[src/rtl/dmxfr_pkg.sv]
// Package for the DMX frame receiver and slot reader.
// Holds sizing constants, result codes, FSM state type and control structs.
// No dependencies; dmxfr_ctrl, dmxfr_dp and the top level use it.
package dmxfr_pkg;

  // Sizing
  localparam int MAX_CHANNELS     = 248;
  localparam int MAX_PACKET_BYTES = 250;
  localparam int SLOT_BYTES       = 4;

  localparam int COUNT_CAP  = MAX_PACKET_BYTES + 1;
  localparam int BANK_DEPTH = 2 * MAX_CHANNELS;
  localparam int ADDR_W     = $clog2(BANK_DEPTH);
  localparam int CNT_W      = 9;
  localparam int SLOT_W     = (SLOT_BYTES > 1) ? $clog2(SLOT_BYTES) : 1;

  // Result kinds
  localparam logic KIND_STATUS = 1'b0;
  localparam logic KIND_SLOT   = 1'b1;

  // Input modes
  localparam logic MODE_PACKET = 1'b0;
  localparam logic MODE_READ   = 1'b1;

  // Status codes
  localparam logic [2:0] ST_OK           = 3'd0;
  localparam logic [2:0] ST_BAD_LENGTH   = 3'd1;
  localparam logic [2:0] ST_BAD_SIZE     = 3'd2;
  localparam logic [2:0] ST_ZERO_START   = 3'd3;
  localparam logic [2:0] ST_ADDR_ZERO    = 3'd4;
  localparam logic [2:0] ST_NO_FRAME     = 3'd5;
  localparam logic [2:0] ST_BEFORE_START = 3'd6;
  localparam logic [2:0] ST_PAST_END     = 3'd7;

  // Controller states, one-hot
  typedef enum logic [2:0] {
    S_IDLE = 3'b001,
    S_RD   = 3'b010,
    S_OUT  = 3'b100
  } state_e;

  // Controller to datapath
  typedef struct packed {
    logic take_byte;   // accept a packet byte
    logic read_start;  // accept a read request, latch its check
    logic read_issue;  // launch a frame store read for the current slot byte
    logic read_emit;   // load the slot byte into the output register
  } ctrl_cmd_t;

  // Datapath to controller
  typedef struct packed {
    logic out_free;    // output register can take a beat this cycle
    logic slot_last;   // current slot byte is the last of the request
  } dp_status_t;

endpackage

[src/rtl/dmxfr_in_if.sv]
// Input channel of the DMX frame receiver: valid/ready plus one item.
// Depends on nothing.
interface dmxfr_in_if;
  logic       valid;
  logic       ready;
  logic       mode;
  logic [7:0] packet_byte;
  logic       packet_end;
  logic [7:0] read_address;

  modport source (output valid, mode, packet_byte, packet_end, read_address,
                  input ready);
  modport sink   (input valid, mode, packet_byte, packet_end, read_address,
                  output ready);
endinterface

[src/rtl/dmxfr_out_if.sv]
// Result channel of the DMX frame receiver: valid/ready plus one result.
// Depends on nothing.
interface dmxfr_out_if;
  logic       valid;
  logic       ready;
  logic       kind;
  logic [2:0] status;
  logic [7:0] value_byte;
  logic       run_last;

  modport source (output valid, kind, status, value_byte, run_last,
                  input ready);
  modport sink   (input valid, kind, status, value_byte, run_last,
                  output ready);
endinterface

[src/rtl/dmxfr_ram.sv]
// Generic simple dual-port RAM: one write port, one registered read port.
// Depends on nothing.
module dmxfr_ram #(
  parameter int WIDTH = 8,
  parameter int DEPTH = 16
) (
  input  logic                     clk_i,
  input  logic                     we_i,
  input  logic [$clog2(DEPTH)-1:0] waddr_i,
  input  logic [WIDTH-1:0]         wdata_i,
  input  logic                     re_i,
  input  logic [$clog2(DEPTH)-1:0] raddr_i,
  output logic [WIDTH-1:0]         rdata_o
);

  logic [WIDTH-1:0] mem_q [DEPTH];
  logic [WIDTH-1:0] rdata_q;

  // Write port
  always_ff @(posedge clk_i) begin
    if (we_i) begin
      mem_q[waddr_i] <= wdata_i;
    end
  end

  // Registered read, holds when not enabled
  always_ff @(posedge clk_i) begin
    if (re_i) begin
      rdata_q <= mem_q[raddr_i];
    end
  end

  assign rdata_o = rdata_q;

endmodule

[src/rtl/dmxfr_ctrl.sv]
// Controller FSM for the DMX frame receiver: input handshake and slot read
// sequencing. Depends on dmxfr_pkg.
module dmxfr_ctrl (
  input  logic                   clk_i,
  input  logic                   rst_ni,
  input  logic                   in_valid_i,
  input  logic                   in_mode_i,
  output logic                   in_ready_o,
  input  dmxfr_pkg::dp_status_t  status_i,
  output dmxfr_pkg::ctrl_cmd_t   cmd_o
);

  dmxfr_pkg::state_e state_q, state_d;
  logic              accept;

  assign in_ready_o = (state_q == dmxfr_pkg::S_IDLE) && status_i.out_free;
  assign accept     = in_valid_i && in_ready_o;

  // Next state and commands
  always_comb begin
    state_d = state_q;
    cmd_o   = '0;
    case (state_q)
      dmxfr_pkg::S_IDLE: begin
        if (accept) begin
          if (in_mode_i == dmxfr_pkg::MODE_PACKET) begin
            cmd_o.take_byte = 1'b1;
          end else begin
            cmd_o.read_start = 1'b1;
            state_d          = dmxfr_pkg::S_RD;
          end
        end
      end
      dmxfr_pkg::S_RD: begin
        cmd_o.read_issue = 1'b1;
        state_d          = dmxfr_pkg::S_OUT;
      end
      dmxfr_pkg::S_OUT: begin
        if (status_i.out_free) begin
          cmd_o.read_emit = 1'b1;
          state_d = status_i.slot_last ? dmxfr_pkg::S_IDLE : dmxfr_pkg::S_RD;
        end
      end
      default: begin
        state_d = dmxfr_pkg::S_IDLE;
      end
    endcase
  end

  always_ff @(posedge clk_i or negedge rst_ni) begin
    if (!rst_ni) begin
      state_q <= dmxfr_pkg::S_IDLE;
    end else begin
      state_q <= state_d;
    end
  end

endmodule

[src/rtl/dmxfr_dp.sv]
// Datapath for the DMX frame receiver: byte counter, packet check, bank
// swap, read check, frame store and output register.
// Depends on dmxfr_pkg, dmxfr_ram and the two channel interfaces.
module dmxfr_dp (
  input  logic                  clk_i,
  input  logic                  rst_ni,
  dmxfr_in_if.sink              in_i,
  dmxfr_out_if.source           out_o,
  input  dmxfr_pkg::ctrl_cmd_t  cmd_i,
  output dmxfr_pkg::dp_status_t status_o
);

  localparam logic [dmxfr_pkg::CNT_W-1:0] MaxCh =
    dmxfr_pkg::CNT_W'(dmxfr_pkg::MAX_CHANNELS);
  localparam logic [dmxfr_pkg::CNT_W-1:0] MaxPkt =
    dmxfr_pkg::CNT_W'(dmxfr_pkg::MAX_PACKET_BYTES);
  localparam logic [dmxfr_pkg::CNT_W-1:0] Cap =
    dmxfr_pkg::CNT_W'(dmxfr_pkg::COUNT_CAP);
  localparam logic [dmxfr_pkg::CNT_W-1:0] Slot =
    dmxfr_pkg::CNT_W'(dmxfr_pkg::SLOT_BYTES);
  localparam logic [dmxfr_pkg::SLOT_W-1:0] SlotLast =
    dmxfr_pkg::SLOT_W'(dmxfr_pkg::SLOT_BYTES - 1);

  // Frame and packet state
  logic                          active_bank_q;
  logic [7:0]                    active_size_q, active_start_q;
  logic [7:0]                    pending_size_q, pending_start_q;
  logic [dmxfr_pkg::CNT_W-1:0]   byte_count_q;

  // Read request state
  logic [2:0]                    rd_status_q;
  logic [dmxfr_pkg::ADDR_W-1:0]  rd_base_q;
  logic [dmxfr_pkg::SLOT_W-1:0]  slot_k_q;

  // Output register
  logic                          out_valid_q;
  logic                          out_kind_q, out_last_q;
  logic [2:0]                    out_status_q;
  logic [7:0]                    out_value_q;

  // Combinational
  logic [dmxfr_pkg::CNT_W-1:0]   pay_off, len;
  logic [7:0]                    psize, pstart;
  logic [2:0]                    pkt_status;
  logic                          wr_en;
  logic [dmxfr_pkg::ADDR_W-1:0]  wr_addr, rd_addr;
  logic [7:0]                    rd_data;
  logic [2:0]                    req_status;
  logic [7:0]                    req_off;
  logic                          pkt_done;

  assign status_o.out_free  = !out_valid_q || out_o.ready;
  assign status_o.slot_last = (slot_k_q == SlotLast);

  // Packet byte: offset into payload, saturated length, size/start view
  assign pay_off  = byte_count_q - dmxfr_pkg::CNT_W'(2);
  assign len      = (byte_count_q < Cap) ? byte_count_q + dmxfr_pkg::CNT_W'(1)
                                         : byte_count_q;
  assign psize    = (byte_count_q == '0) ? in_i.packet_byte : pending_size_q;
  assign pstart   = (byte_count_q == dmxfr_pkg::CNT_W'(1)) ? in_i.packet_byte
                                                           : pending_start_q;
  assign wr_en    = cmd_i.take_byte && (byte_count_q >= dmxfr_pkg::CNT_W'(2)) &&
                    (pay_off < MaxCh);
  assign wr_addr  = !active_bank_q ? dmxfr_pkg::ADDR_W'(MaxCh + pay_off)
                                   : dmxfr_pkg::ADDR_W'(pay_off);
  assign pkt_done = cmd_i.take_byte && in_i.packet_end;

  // Packet check, first failing rule wins
  always_comb begin
    if (len < dmxfr_pkg::CNT_W'(2) || len > MaxPkt) begin
      pkt_status = dmxfr_pkg::ST_BAD_LENGTH;
    end else if ({1'b0, psize} > MaxCh ||
                 {1'b0, psize} > len - dmxfr_pkg::CNT_W'(2)) begin
      pkt_status = dmxfr_pkg::ST_BAD_SIZE;
    end else if (pstart == 8'd0) begin
      pkt_status = dmxfr_pkg::ST_ZERO_START;
    end else begin
      pkt_status = dmxfr_pkg::ST_OK;
    end
  end

  // Read request check against the committed frame
  assign req_off = in_i.read_address - active_start_q;
  always_comb begin
    if (in_i.read_address == 8'd0) begin
      req_status = dmxfr_pkg::ST_ADDR_ZERO;
    end else if (active_size_q == 8'd0) begin
      req_status = dmxfr_pkg::ST_NO_FRAME;
    end else if (in_i.read_address < active_start_q) begin
      req_status = dmxfr_pkg::ST_BEFORE_START;
    end else if ({1'b0, req_off} + Slot > {1'b0, active_size_q}) begin
      req_status = dmxfr_pkg::ST_PAST_END;
    end else begin
      req_status = dmxfr_pkg::ST_OK;
    end
  end

  // Packet reception and commit
  always_ff @(posedge clk_i or negedge rst_ni) begin
    if (!rst_ni) begin
      active_bank_q   <= 1'b0;
      active_size_q   <= '0;
      active_start_q  <= '0;
      pending_size_q  <= '0;
      pending_start_q <= '0;
      byte_count_q    <= '0;
    end else if (cmd_i.take_byte) begin
      pending_size_q  <= psize;
      pending_start_q <= pstart;
      byte_count_q    <= in_i.packet_end ? '0 : len;
      if (in_i.packet_end && pkt_status == dmxfr_pkg::ST_OK) begin
        active_bank_q  <= !active_bank_q;
        active_size_q  <= psize;
        active_start_q <= pstart;
      end
    end
  end

  // Read request latch and slot byte counter
  always_ff @(posedge clk_i or negedge rst_ni) begin
    if (!rst_ni) begin
      rd_status_q <= dmxfr_pkg::ST_OK;
      rd_base_q   <= '0;
      slot_k_q    <= '0;
    end else if (cmd_i.read_start) begin
      rd_status_q <= req_status;
      rd_base_q   <= active_bank_q ? dmxfr_pkg::ADDR_W'(MaxCh + {1'b0, req_off})
                                   : dmxfr_pkg::ADDR_W'(req_off);
      slot_k_q    <= '0;
    end else if (cmd_i.read_emit) begin
      slot_k_q    <= slot_k_q + dmxfr_pkg::SLOT_W'(1);
    end
  end

  assign rd_addr = rd_base_q + dmxfr_pkg::ADDR_W'(slot_k_q);

  // Frame store, both banks
  dmxfr_ram #(
    .WIDTH (8),
    .DEPTH (dmxfr_pkg::BANK_DEPTH)
  ) u_ram (
    .clk_i   (clk_i),
    .we_i    (wr_en),
    .waddr_i (wr_addr),
    .wdata_i (in_i.packet_byte),
    .re_i    (cmd_i.read_issue),
    .raddr_i (rd_addr),
    .rdata_o (rd_data)
  );

  // Output register valid
  always_ff @(posedge clk_i or negedge rst_ni) begin
    if (!rst_ni) begin
      out_valid_q <= 1'b0;
    end else if (pkt_done || cmd_i.read_emit) begin
      out_valid_q <= 1'b1;
    end else if (out_o.ready) begin
      out_valid_q <= 1'b0;
    end
  end

  // Output register payload
  always_ff @(posedge clk_i) begin
    if (pkt_done) begin
      out_kind_q   <= dmxfr_pkg::KIND_STATUS;
      out_status_q <= pkt_status;
      out_value_q  <= 8'd0;
      out_last_q   <= 1'b1;
    end else if (cmd_i.read_emit) begin
      out_kind_q   <= dmxfr_pkg::KIND_SLOT;
      out_status_q <= rd_status_q;
      out_value_q  <= (rd_status_q == dmxfr_pkg::ST_OK) ? rd_data : 8'd0;
      out_last_q   <= status_o.slot_last;
    end
  end

  assign out_o.valid      = out_valid_q;
  assign out_o.kind       = out_kind_q;
  assign out_o.status     = out_status_q;
  assign out_o.value_byte = out_value_q;
  assign out_o.run_last   = out_last_q;

endmodule

[src/rtl/dmx_frame_receive_and_slot_read_core.sv]
// Top level of the DMX frame receiver and slot reader.
// Depends on dmxfr_pkg, dmxfr_in_if, dmxfr_out_if, dmxfr_ctrl and dmxfr_dp.
//
// A packet byte (mode 0) is taken whenever the controller is idle and the
// output register is free; the byte marked as the packet end puts one status
// beat into the output register in that same cycle. A slot read (mode 1)
// reads each slot byte from the frame store through its registered read port
// (state S_RD) and then loads it into the output register (state S_OUT),
// waiting there while the sink stalls; no new item is taken until the last
// slot byte is loaded. Both frame banks live in one 2 * MAX_CHANNELS byte RAM
// that needs no clearing after reset; a committed frame only ever reads bytes
// its packet wrote. Results leave through a single output register, so a
// stalled sink holds off the next input item.
module dmx_frame_receive_and_slot_read_core (
  input  logic        clk_i,
  input  logic        rst_ni,
  dmxfr_in_if.sink    in_i,
  dmxfr_out_if.source out_o
);

  dmxfr_pkg::ctrl_cmd_t  cmd;
  dmxfr_pkg::dp_status_t dp_status;
  logic                  in_ready;

  assign in_i.ready = in_ready;

  dmxfr_ctrl u_ctrl (
    .clk_i      (clk_i),
    .rst_ni     (rst_ni),
    .in_valid_i (in_i.valid),
    .in_mode_i  (in_i.mode),
    .in_ready_o (in_ready),
    .status_i   (dp_status),
    .cmd_o      (cmd)
  );

  dmxfr_dp u_dp (
    .clk_i    (clk_i),
    .rst_ni   (rst_ni),
    .in_i     (in_i),
    .out_o    (out_o),
    .cmd_i    (cmd),
    .status_o (dp_status)
  );

  // Input is only taken when the output register can take a beat
  assert property (@(posedge clk_i) disable iff (!rst_ni)
    in_i.ready |-> (!out_o.valid || out_o.ready))
    else $error("input taken while output register blocked");

  // A status beat is always the only beat of its item
  assert property (@(posedge clk_i) disable iff (!rst_ni)
    (out_o.valid && out_o.kind == dmxfr_pkg::KIND_STATUS) |->
      (out_o.run_last && out_o.value_byte == 8'd0))
    else $error("status beat with data or without last mark");

  // Failed reads carry zero data
  assert property (@(posedge clk_i) disable iff (!rst_ni)
    (out_o.valid && out_o.kind == dmxfr_pkg::KIND_SLOT &&
     out_o.status != dmxfr_pkg::ST_OK) |-> (out_o.value_byte == 8'd0))
    else $error("failed slot read returned data");

  // Taking a slot read drops input ready, which stays low while its beats are read out
  assert property (@(posedge clk_i) disable iff (!rst_ni)
    (in_i.valid && in_i.ready && in_i.mode == dmxfr_pkg::MODE_READ) |=>
      !in_i.ready)
    else $error("input ready during slot read");

endmodule

[src/flat_wrapper.sv]
// flat-port wrapper written by rule: the top's interface ports become plain ports
module dmx_frame_receive_and_slot_read_core_flat 
  (clk_i, rst_ni, in_i_valid, in_i_mode, in_i_packet_byte, in_i_packet_end, in_i_read_address, in_i_ready, out_o_valid, out_o_kind, out_o_status, out_o_value_byte, out_o_run_last, out_o_ready);
  dmxfr_in_if in_i_i ();
  dmxfr_out_if out_o_i ();
  input  logic clk_i;
  input  logic rst_ni;
  input wire logic [$bits(in_i_i.valid)-1:0] in_i_valid;
  input wire logic [$bits(in_i_i.mode)-1:0] in_i_mode;
  input wire logic [$bits(in_i_i.packet_byte)-1:0] in_i_packet_byte;
  input wire logic [$bits(in_i_i.packet_end)-1:0] in_i_packet_end;
  input wire logic [$bits(in_i_i.read_address)-1:0] in_i_read_address;
  output wire logic [$bits(in_i_i.ready)-1:0] in_i_ready;
  output wire logic [$bits(out_o_i.valid)-1:0] out_o_valid;
  output wire logic [$bits(out_o_i.kind)-1:0] out_o_kind;
  output wire logic [$bits(out_o_i.status)-1:0] out_o_status;
  output wire logic [$bits(out_o_i.value_byte)-1:0] out_o_value_byte;
  output wire logic [$bits(out_o_i.run_last)-1:0] out_o_run_last;
  input wire logic [$bits(out_o_i.ready)-1:0] out_o_ready;
  assign in_i_i.valid = in_i_valid;
  assign in_i_i.mode = in_i_mode;
  assign in_i_i.packet_byte = in_i_packet_byte;
  assign in_i_i.packet_end = in_i_packet_end;
  assign in_i_i.read_address = in_i_read_address;
  assign in_i_ready = in_i_i.ready;
  assign out_o_valid = out_o_i.valid;
  assign out_o_kind = out_o_i.kind;
  assign out_o_status = out_o_i.status;
  assign out_o_value_byte = out_o_i.value_byte;
  assign out_o_run_last = out_o_i.run_last;
  assign out_o_i.ready = out_o_ready;
  dmx_frame_receive_and_slot_read_core u_core (.clk_i(clk_i), .rst_ni(rst_ni), .in_i(in_i_i), .out_o(out_o_i));
endmodule
[config.mk]
export PLATFORM = sky130hd
export DESIGN_NAME = dmx_frame_receive_and_slot_read_core_flat
export DESIGN_NICKNAME = d
export VERILOG_FILES = /design/src/rtl/dmxfr_pkg.sv /design/src/rtl/dmxfr_in_if.sv /design/src/rtl/dmxfr_out_if.sv /design/src/rtl/dmxfr_ram.sv /design/src/rtl/dmxfr_ctrl.sv /design/src/rtl/dmxfr_dp.sv /design/src/rtl/dmx_frame_receive_and_slot_read_core.sv /design/src/flat_wrapper.sv
export SDC_FILE = /design/constraint.sdc
export NUM_CORES = 2
export LEC_CHECK = 0
export ABC_AREA = 1
export ABC_CLOCK_PERIOD_IN_PS = 4280
export BUFFER_PORTS_ARGS = -buffer_cell sky130_fd_sc_hd__buf_2
export CORE_ASPECT_RATIO = 1.4
export CORE_UTILIZATION = 63
export CTS_CLUSTER_SIZE = 40
export DETAILED_ROUTE_END_ITERATION = 7
export PLACE_DENSITY_LB_ADDON = 0.2
export SETUP_SLACK_MARGIN = 0.4
export SYNTH_ARGS = -nofsm -noshare
export SYNTH_HDL_FRONTEND = slang
export SYNTH_SLANG_ARGS = --single-unit
[constraint.sdc]
create_clock -name clk_i -period 4.28 [get_ports clk_i]
set_clock_uncertainty 0.05 [all_clocks]
set_input_delay 0 -clock clk_i [delete_from_list [all_inputs] [get_ports clk_i]]
set_output_delay 0 -clock clk_i [all_outputs]
set_load 0.02 [all_outputs]
---- Yosys cells after proc, flatten, opt, wreduce, memory -nomap -nowiden ----
Memory sizes are Yosys's and may differ from the RTL's. A register that Yosys moved wholly into a read port is not among the register bits.
Index checks and enable logic that the tools add are counted.
cells by class
  reductions and logical operators ........ 23
  equal/unequal tests ..................... 8
  mux-type cells .......................... 34
  add/subtract/negate cells ............... 9
  order comparisons ....................... 9
operator list
  cell                   number
  $mux W9                4
  $mux W3                11
  $logic_not A8 Y1       3
  $mux W8                3
  $lt A9 B8 Y1 const B   2
  $sub A9 B2 Y9 const B  2
  $mux W2                6
  $add A8 B3 Y9 const B  1
  $add A8 B8 Y9 const A  1
  $add A8 B9 Y9 const A  1
  $add A9 B1 Y9 const B  1
  $add A9 B2 Y9          1
  $eq A9 B1 Y1 const B   1
  $ge A9 B2 Y1 const B   1
  $gt A8 B9 Y1           1
  $gt A9 B8 Y1           1
  $gt A9 B8 Y1 const B   1
  $logic_not A9 Y1       1
  $lt A9 B2 Y1 const B   1
  $mux W1                9
  $pmux W3 S3            1
  $gt A8 B8 Y1 const B   1
  $lt A8 B8 Y1           1
  $sub A8 B8 Y8          1
  other kinds (13)       27
word-level totals
  register bits ........................... 73
  RAM bits ................................ 3968
  output and inout port bits .............. 15
  memories kept ........................... 1
  input bits .............................. 22
memories
  name                     words  bits a word  read ports  clocked after memory_dff  wr ports  RTL line         RTL
  u_core.u_dp.u_ram.mem_q  496    8            1           1                         1         dmxfr_ram.sv:16  logic [WIDTH-1:0] mem_q [DEPTH];

---- Depth between registers and ports, before layout ----
  depth in word-level cells ............... 10
  gate-level depth with buffers ........... 27
  gate-level depth less buffers ........... 26

---- Worst setup path before layout ----
OpenSTA, ideal clock, no wires.
  path kind ............................... reg2reg
  start point ............................. reg u_core.u_dp.byte_count_q[2] (netlist bit)
  end point ............................... mem u_core.u_dp.u_ram.mem_q[336][0] (enable)
  required time ........................... 3.847 ns
  path buffers ............................ 1
  stages on the path, launching flop included .. 13
  slack ................................... 0.815 ns
  arrival ................................. 3.031 ns
  library setup time ...................... 0.383 ns
  cell sequence ........................... dfrtp_1 inv_1 ha_1 or2_1 nand2_2 inv_2 ha_1 o21ai_0 inv_1 nor2_4 inv_2 buf_6 nor3_1
on the way
  word-level cells in the longest chain between the ends .. 5
  elaborated cells between the ends (all ways) .. 9
  those cells by class .................... 2 x add/sub; 2 x order compare; 3 x mux; 2 x reduce/logical
ends and longest elaborated chain
  what                                                 RTL line                        RTL
  start, declared                                      dmxfr_dp.sv:28                  logic [dmxfr_pkg::CNT_W-1:0] byte_count_q;
  start signal, assigned                               dmxfr_dp.sv:110                 byte_count_q <= in_i.packet_end ? '0 : len;
  $sub A9 B2 Y9 or $ge A9 B2 Y1 (tied branches)        dmxfr_dp.sv:56, dmxfr_dp.sv:62
  $lt A9 B8 Y1 or $logic_and A1 B1 Y1 (tied branches)  dmxfr_dp.sv:63, dmxfr_dp.sv:62
  $logic_and A1 B1 Y1                                  dmxfr_dp.sv:62                  assign wr_en = cmd_i.take_byte && (byte_count_q >= dmxfr_pkg::CNT_W'(2)) &&
  $mux W1                                              dmxfr_ram.sv:21                 if (we_i) begin
  $mux W1 (not written as such)                        dmxfr_ram.sv:22                 mem_q[waddr_i] <= wdata_i;
  end, declared                                        dmxfr_ram.sv:16
Several ways; a longest one is shown, not always the timed one.

---- Worst setup path in the final report ----
  start point ............................. reg u_core.u_dp.byte_count_q[1] (netlist bit)
  end point ............................... mem u_core.u_dp.u_ram.mem_q[350][7] (enable)
Same word-level chain as after synthesis.

==> summary.md <==
| Metric | Value |
|---|---|
| Seq/Total Area, Yosys | 73.0% |
| Psw | roughly 65000 uW |
| Area Growth Syn to Fin | 12.1% |
| Die area | 266000 sq um |
| GR Overflow Total | 0 |
| First-pass GRT wire length | a little under 700000 microns |
| Routed WL | around 470000 microns |
| Detailed Route Iter0 Violations | 15100 |
| R2r endpoint | u_core.u_dp.u_ram.mem_q[350][7] |
| Final hold viol count | 0 |
| Share of cells above drive strength 1 | 10.0% |
| Synth Cell Area | ~170000 sq um |
| WP data arrival | roughly 4.5 ns |
| Final total power | approximately 150000 uW |
| Critical Path RT | between 4 and 5 ns |
| Routed vias/inst | ~6.4 |
| Critical-path top delay cell | nor3_1 |
| Total Routing Usage GR | a little over a third |
| P_leak | 0.0654 uW |
| Worst IR drop on VDD | around 1.2 mV |
| Initial Util | between 60% and 70% |
| Power per Cell Area | between 700 and 800 nW/um^2 |
| Hold Crit Endpoint | u_core.u_dp.u_ram.mem_q[137][0] |
| Final ANT Viol Nets | 0 |
| Maximum clock rate | 0.247 GHz |
| Worst slew pin tran | 1.28 ns |
| Vias | roughly 110k |
| Max-Cap Viols | 0 |
| Sequential share of power | between 30 and 40% |
| Die Span X | 436 microns |
| TritonCTS clock tree | yes |
| Setup WS post-layout | 0.233 ns |
| Status | completed |
| Clock root buffer | clkbuf_16 |
| YS warnings | 0 |
| Post-synth EDFFs | about 4000 |
| Num CTS Buffers | between 300 and 400 |
| CP top delay family | simple AND/OR/NAND/NOR gates |
| # rows | approximately 220 |
| Port bufs | 36 |
| Int Power | 81000 uW |
| Crit path cell chain | inv_1 -> ha_1 -> or2_1 -> nand2_2 -> ha_1 -> nand2_1 -> or2_1 -> o21ai_1 -> nand2_2 -> nor2_2 -> nand2_2 -> buf_12 -> buf_4 -> nor3_1 |
| Clock latency on the worst-skew pair | around 0.93 ns |
| Fin nets | 14200 |
| Crit-path most repeated cell | nand2_2 |
| Pre-antenna DRT Iters | 7 |
| Switching Share | 44.4% |
| CP startpoint kind | flop |
| Worst stage delay on the critical path | 0.89 ns |
| Max Slew Vio Count | 0 |
| Largest net degree at the start of global routing | roughly 170 |
| Vias in the first global route | ~110k |
| GPL Wtd Cong | just over 0.9 |
| Synthesized area per cell | approximately 12 sq um |
| Pre-CTS WS | -0.00796 ns |
| Clock buffer depth | 4 |
| Die height | 609 microns |
| Distinct cells, synth | 48 |
| Tmin final | 4.05 ns |
| Core Util, Final | ~71% |
| FFs w/ async S/R, synth | ~1.5% |
| Hold path startpoint | in_i_packet_byte[0] |
| WS Path Type | flop to flop |
| Hold_ws | 0.0506 ns |
| R2R setup slack | roughly 0.23 ns |
| Slew HR | 14.0% |
| Setup repair after global routing missed its margin | true |
| DRC | 0 |
| Critical path peak fanout | between 40 and 50 |
| # H-tree levels | 5 |
| Initial antenna violation count | 11 |
| Post-Synthesis Cells | between 10000 and 15000 |
| Most common flop cell mapped by yosys | edfxtp_1 |
| Yosys reg bits | around 4000 |
| Syn_nets | around 14000 |
| Fillers | around 17000 |
| Reg2Reg Depth | 14 |
| Buffers & Inverters on Critical Path | 3 |
| Core area | roughly 260000 sq um |
| Post-DR wirelength/cell | between 20 and 30 microns |
| Final period utilization | between 90% and 100% |
| Clk network pwr share | a little over a fifth |
| R2r startpoint | u_core.u_dp.byte_count_q[1] |
| Clk sinks | 4049 |
| IO Pins | 37 |
| Min-Delay Path Class | input pin to flop |
| Crit. End Element | flop |
| Clock transition at path regs | approximately 0.07 ns |
| Hpwl dp | around 270000 microns |
| Final Setup Violations | 0 |
| Comb pwr share | a little under half |
| Hold Path Cell Cnt | 2 |
[layer usage]
| layer | wire [microns] | vias up | global-route usage, % |
|---|---|---|---|
| met5 | 52 | - | 0 |
| met4 | 31900 | 8 | 22.3 |
| met3 | 48400 | 1446 | 6.04 |
| met2 | 229000 | 7181 | 57.0 |
| met1 | 162000 | 55300 | 43.4 |
| li1 | - | 50400 | - |
[synth_stat cells (all sizes together) (2+ instances only)]
cell type	count	share of area [%]
o211ai	41	0.19
a31oi	2	0.0075
nor3	251	0.83
mux2	2	0.014
buf	223	0.68
a21oi	16	0.048
nand3	3904	12
ha	39	0.29
xnor2	5	0.031
nor2	409	1.0
edfxtp	3979	72
dfxtp	10	0.12
xor2	20	0.12
nor4	5	0.019
or2	7	0.026
dfrtp	59	0.89
o22ai	9	0.034
o21ai	111	0.33
fa	2	0.024
clkbuf	779	1.8
inv	135	0.31
nand2	4127	9.4
nand4	13	0.049
a21boi	4	0.018
clkinv	3	0.0068
[final cells by class]
class	count	area, sq um	share of cell area (%)
well taps	3472	4340	2.33
clock buffers	441	9510	5.11
flip-flops and latches	4049	121000	65.1
multi-input cells	8972	41700	22.4
repair inverters	2	20.0	0.0108
inverters	138	556	0.298
repair buffers	616	6970	3.75
diodes	4	10.0	0.00538
clock inverters	217	1860	0.999
[kinds of logic after synthesis]
group                      share of synthesized area [%]
muxes                                             0.0136
AOI/OAI and AO/OA                                  0.637
buffers and inverters                               2.76
DFF                                                 73.0
and+or+nand+nor                                     23.1
adders and majority gates                          0.318
xor gates and xnor gates                           0.152
[repair_timing]
item / in CTS / in global routing
cloned: 10 / 8
hold endpoints to repair: 1742 / 0
resized for setup: 134 / 160
hold buffers: 34 / 0
setup endpoints to repair: 924 / 1802
setup buffers: 6 / 13
pin swaps: 0 / 9
[state kept, by name (all words and copies together) (netlist names)]
name,count
u_core.u_dp.active_bank_q,1
u_core.u_dp.rd_status_q,3
u_core.u_dp.out_o.kind,1
u_core.u_dp.u_ram.rdata_o,8
u_core.u_dp.out_o.valid,1
u_core.u_dp.out_o.run_last,1
u_core.u_dp.pending_start_q,8
u_core.u_dp.rd_base_q,9
u_core.u_dp.pending_size_q,8
u_core.u_dp.out_o.status,3
u_core.u_dp.active_start_q,8
u_core.u_dp.active_size_q,8
u_core.u_dp.byte_count_q,9
u_core.u_dp.slot_k_q,2
u_core.u_dp.u_ram.mem_q,3968
u_core.u_dp.out_o.value_byte,8
u_core.u_ctrl.state_q,3
[through the flow]
stage	std cells	TNS, ns	area, sq um
2_1_floorplan	14200	0	166000
3_3_place_gp	17200	-20.49	172000
3_5_place_dp	17200	-0.00796	172000
4_1_cts	17900	0	185000
5_1_grt	17900	0	186000
6_report	17900	0	186000
[power by group through the flow]
stage          Combinational, uW  Clock, uW  Sequential [uW]
2_1_floorplan              40300          0            45000
3_3_place_gp               63100          0            45100
3_5_place_dp               64200          0            45100
4_1_cts                    66500      31900            44200
5_1_grt                    74100      33300            44300
6_report                   69700      31800            44200
[layout by cell type, fill, tap and decap left out, drive strengths merged, types with 2 or more instances in the layout]
cell / netlist / layout
nand2: 4127 / 4127
edfxtp: 3979 / 3979
nand3: 3904 / 3904
buf: 223 / 572
clkbuf: 779 / 448
nor2: 409 / 409
nor3: 251 / 251
clkinv: 3 / 156
inv: 135 / 152
o21ai: 111 / 111
dfrtp: 59 / 59
o211ai: 41 / 41
ha: 39 / 39
dlygate4sd3: 0 / 34
bufinv: 0 / 25
clkinvlp: 0 / 24
xor2: 20 / 20
a21oi: 16 / 16
nand4: 13 / 13
dfxtp: 10 / 10
o22ai: 9 / 9
or2: 7 / 7
nor4: 5 / 5
xnor2: 5 / 5
diode: 0 / 4
a21boi: 4 / 4
bufbuf: 0 / 3
a31oi: 2 / 2
mux2: 2 / 2
fa: 2 / 2
[worst max path at each step]
stage,depth (start not counted),slack [ns],start,to
floorplan,12,0.82,u_core.u_dp.byte_count_q[2],u_core.u_dp.u_ram.mem_q[336][0]
global placement,13,-0.89,u_core.u_dp.byte_count_q[1],u_core.u_dp.u_ram.mem_q[298][6]
detailed placement,14,-0.008,u_core.u_dp.slot_k_q[0],u_core.u_dp.u_ram.rdata_o[1]
CTS,14,0.23,u_core.u_dp.byte_count_q[1],u_core.u_dp.u_ram.mem_q[349][0]
global route,14,0.04,u_core.u_dp.byte_count_q[1],u_core.u_dp.u_ram.mem_q[350][7]
finish,14,0.23,u_core.u_dp.byte_count_q[1],u_core.u_dp.u_ram.mem_q[350][7]
(Power assumes the default switching activity.)
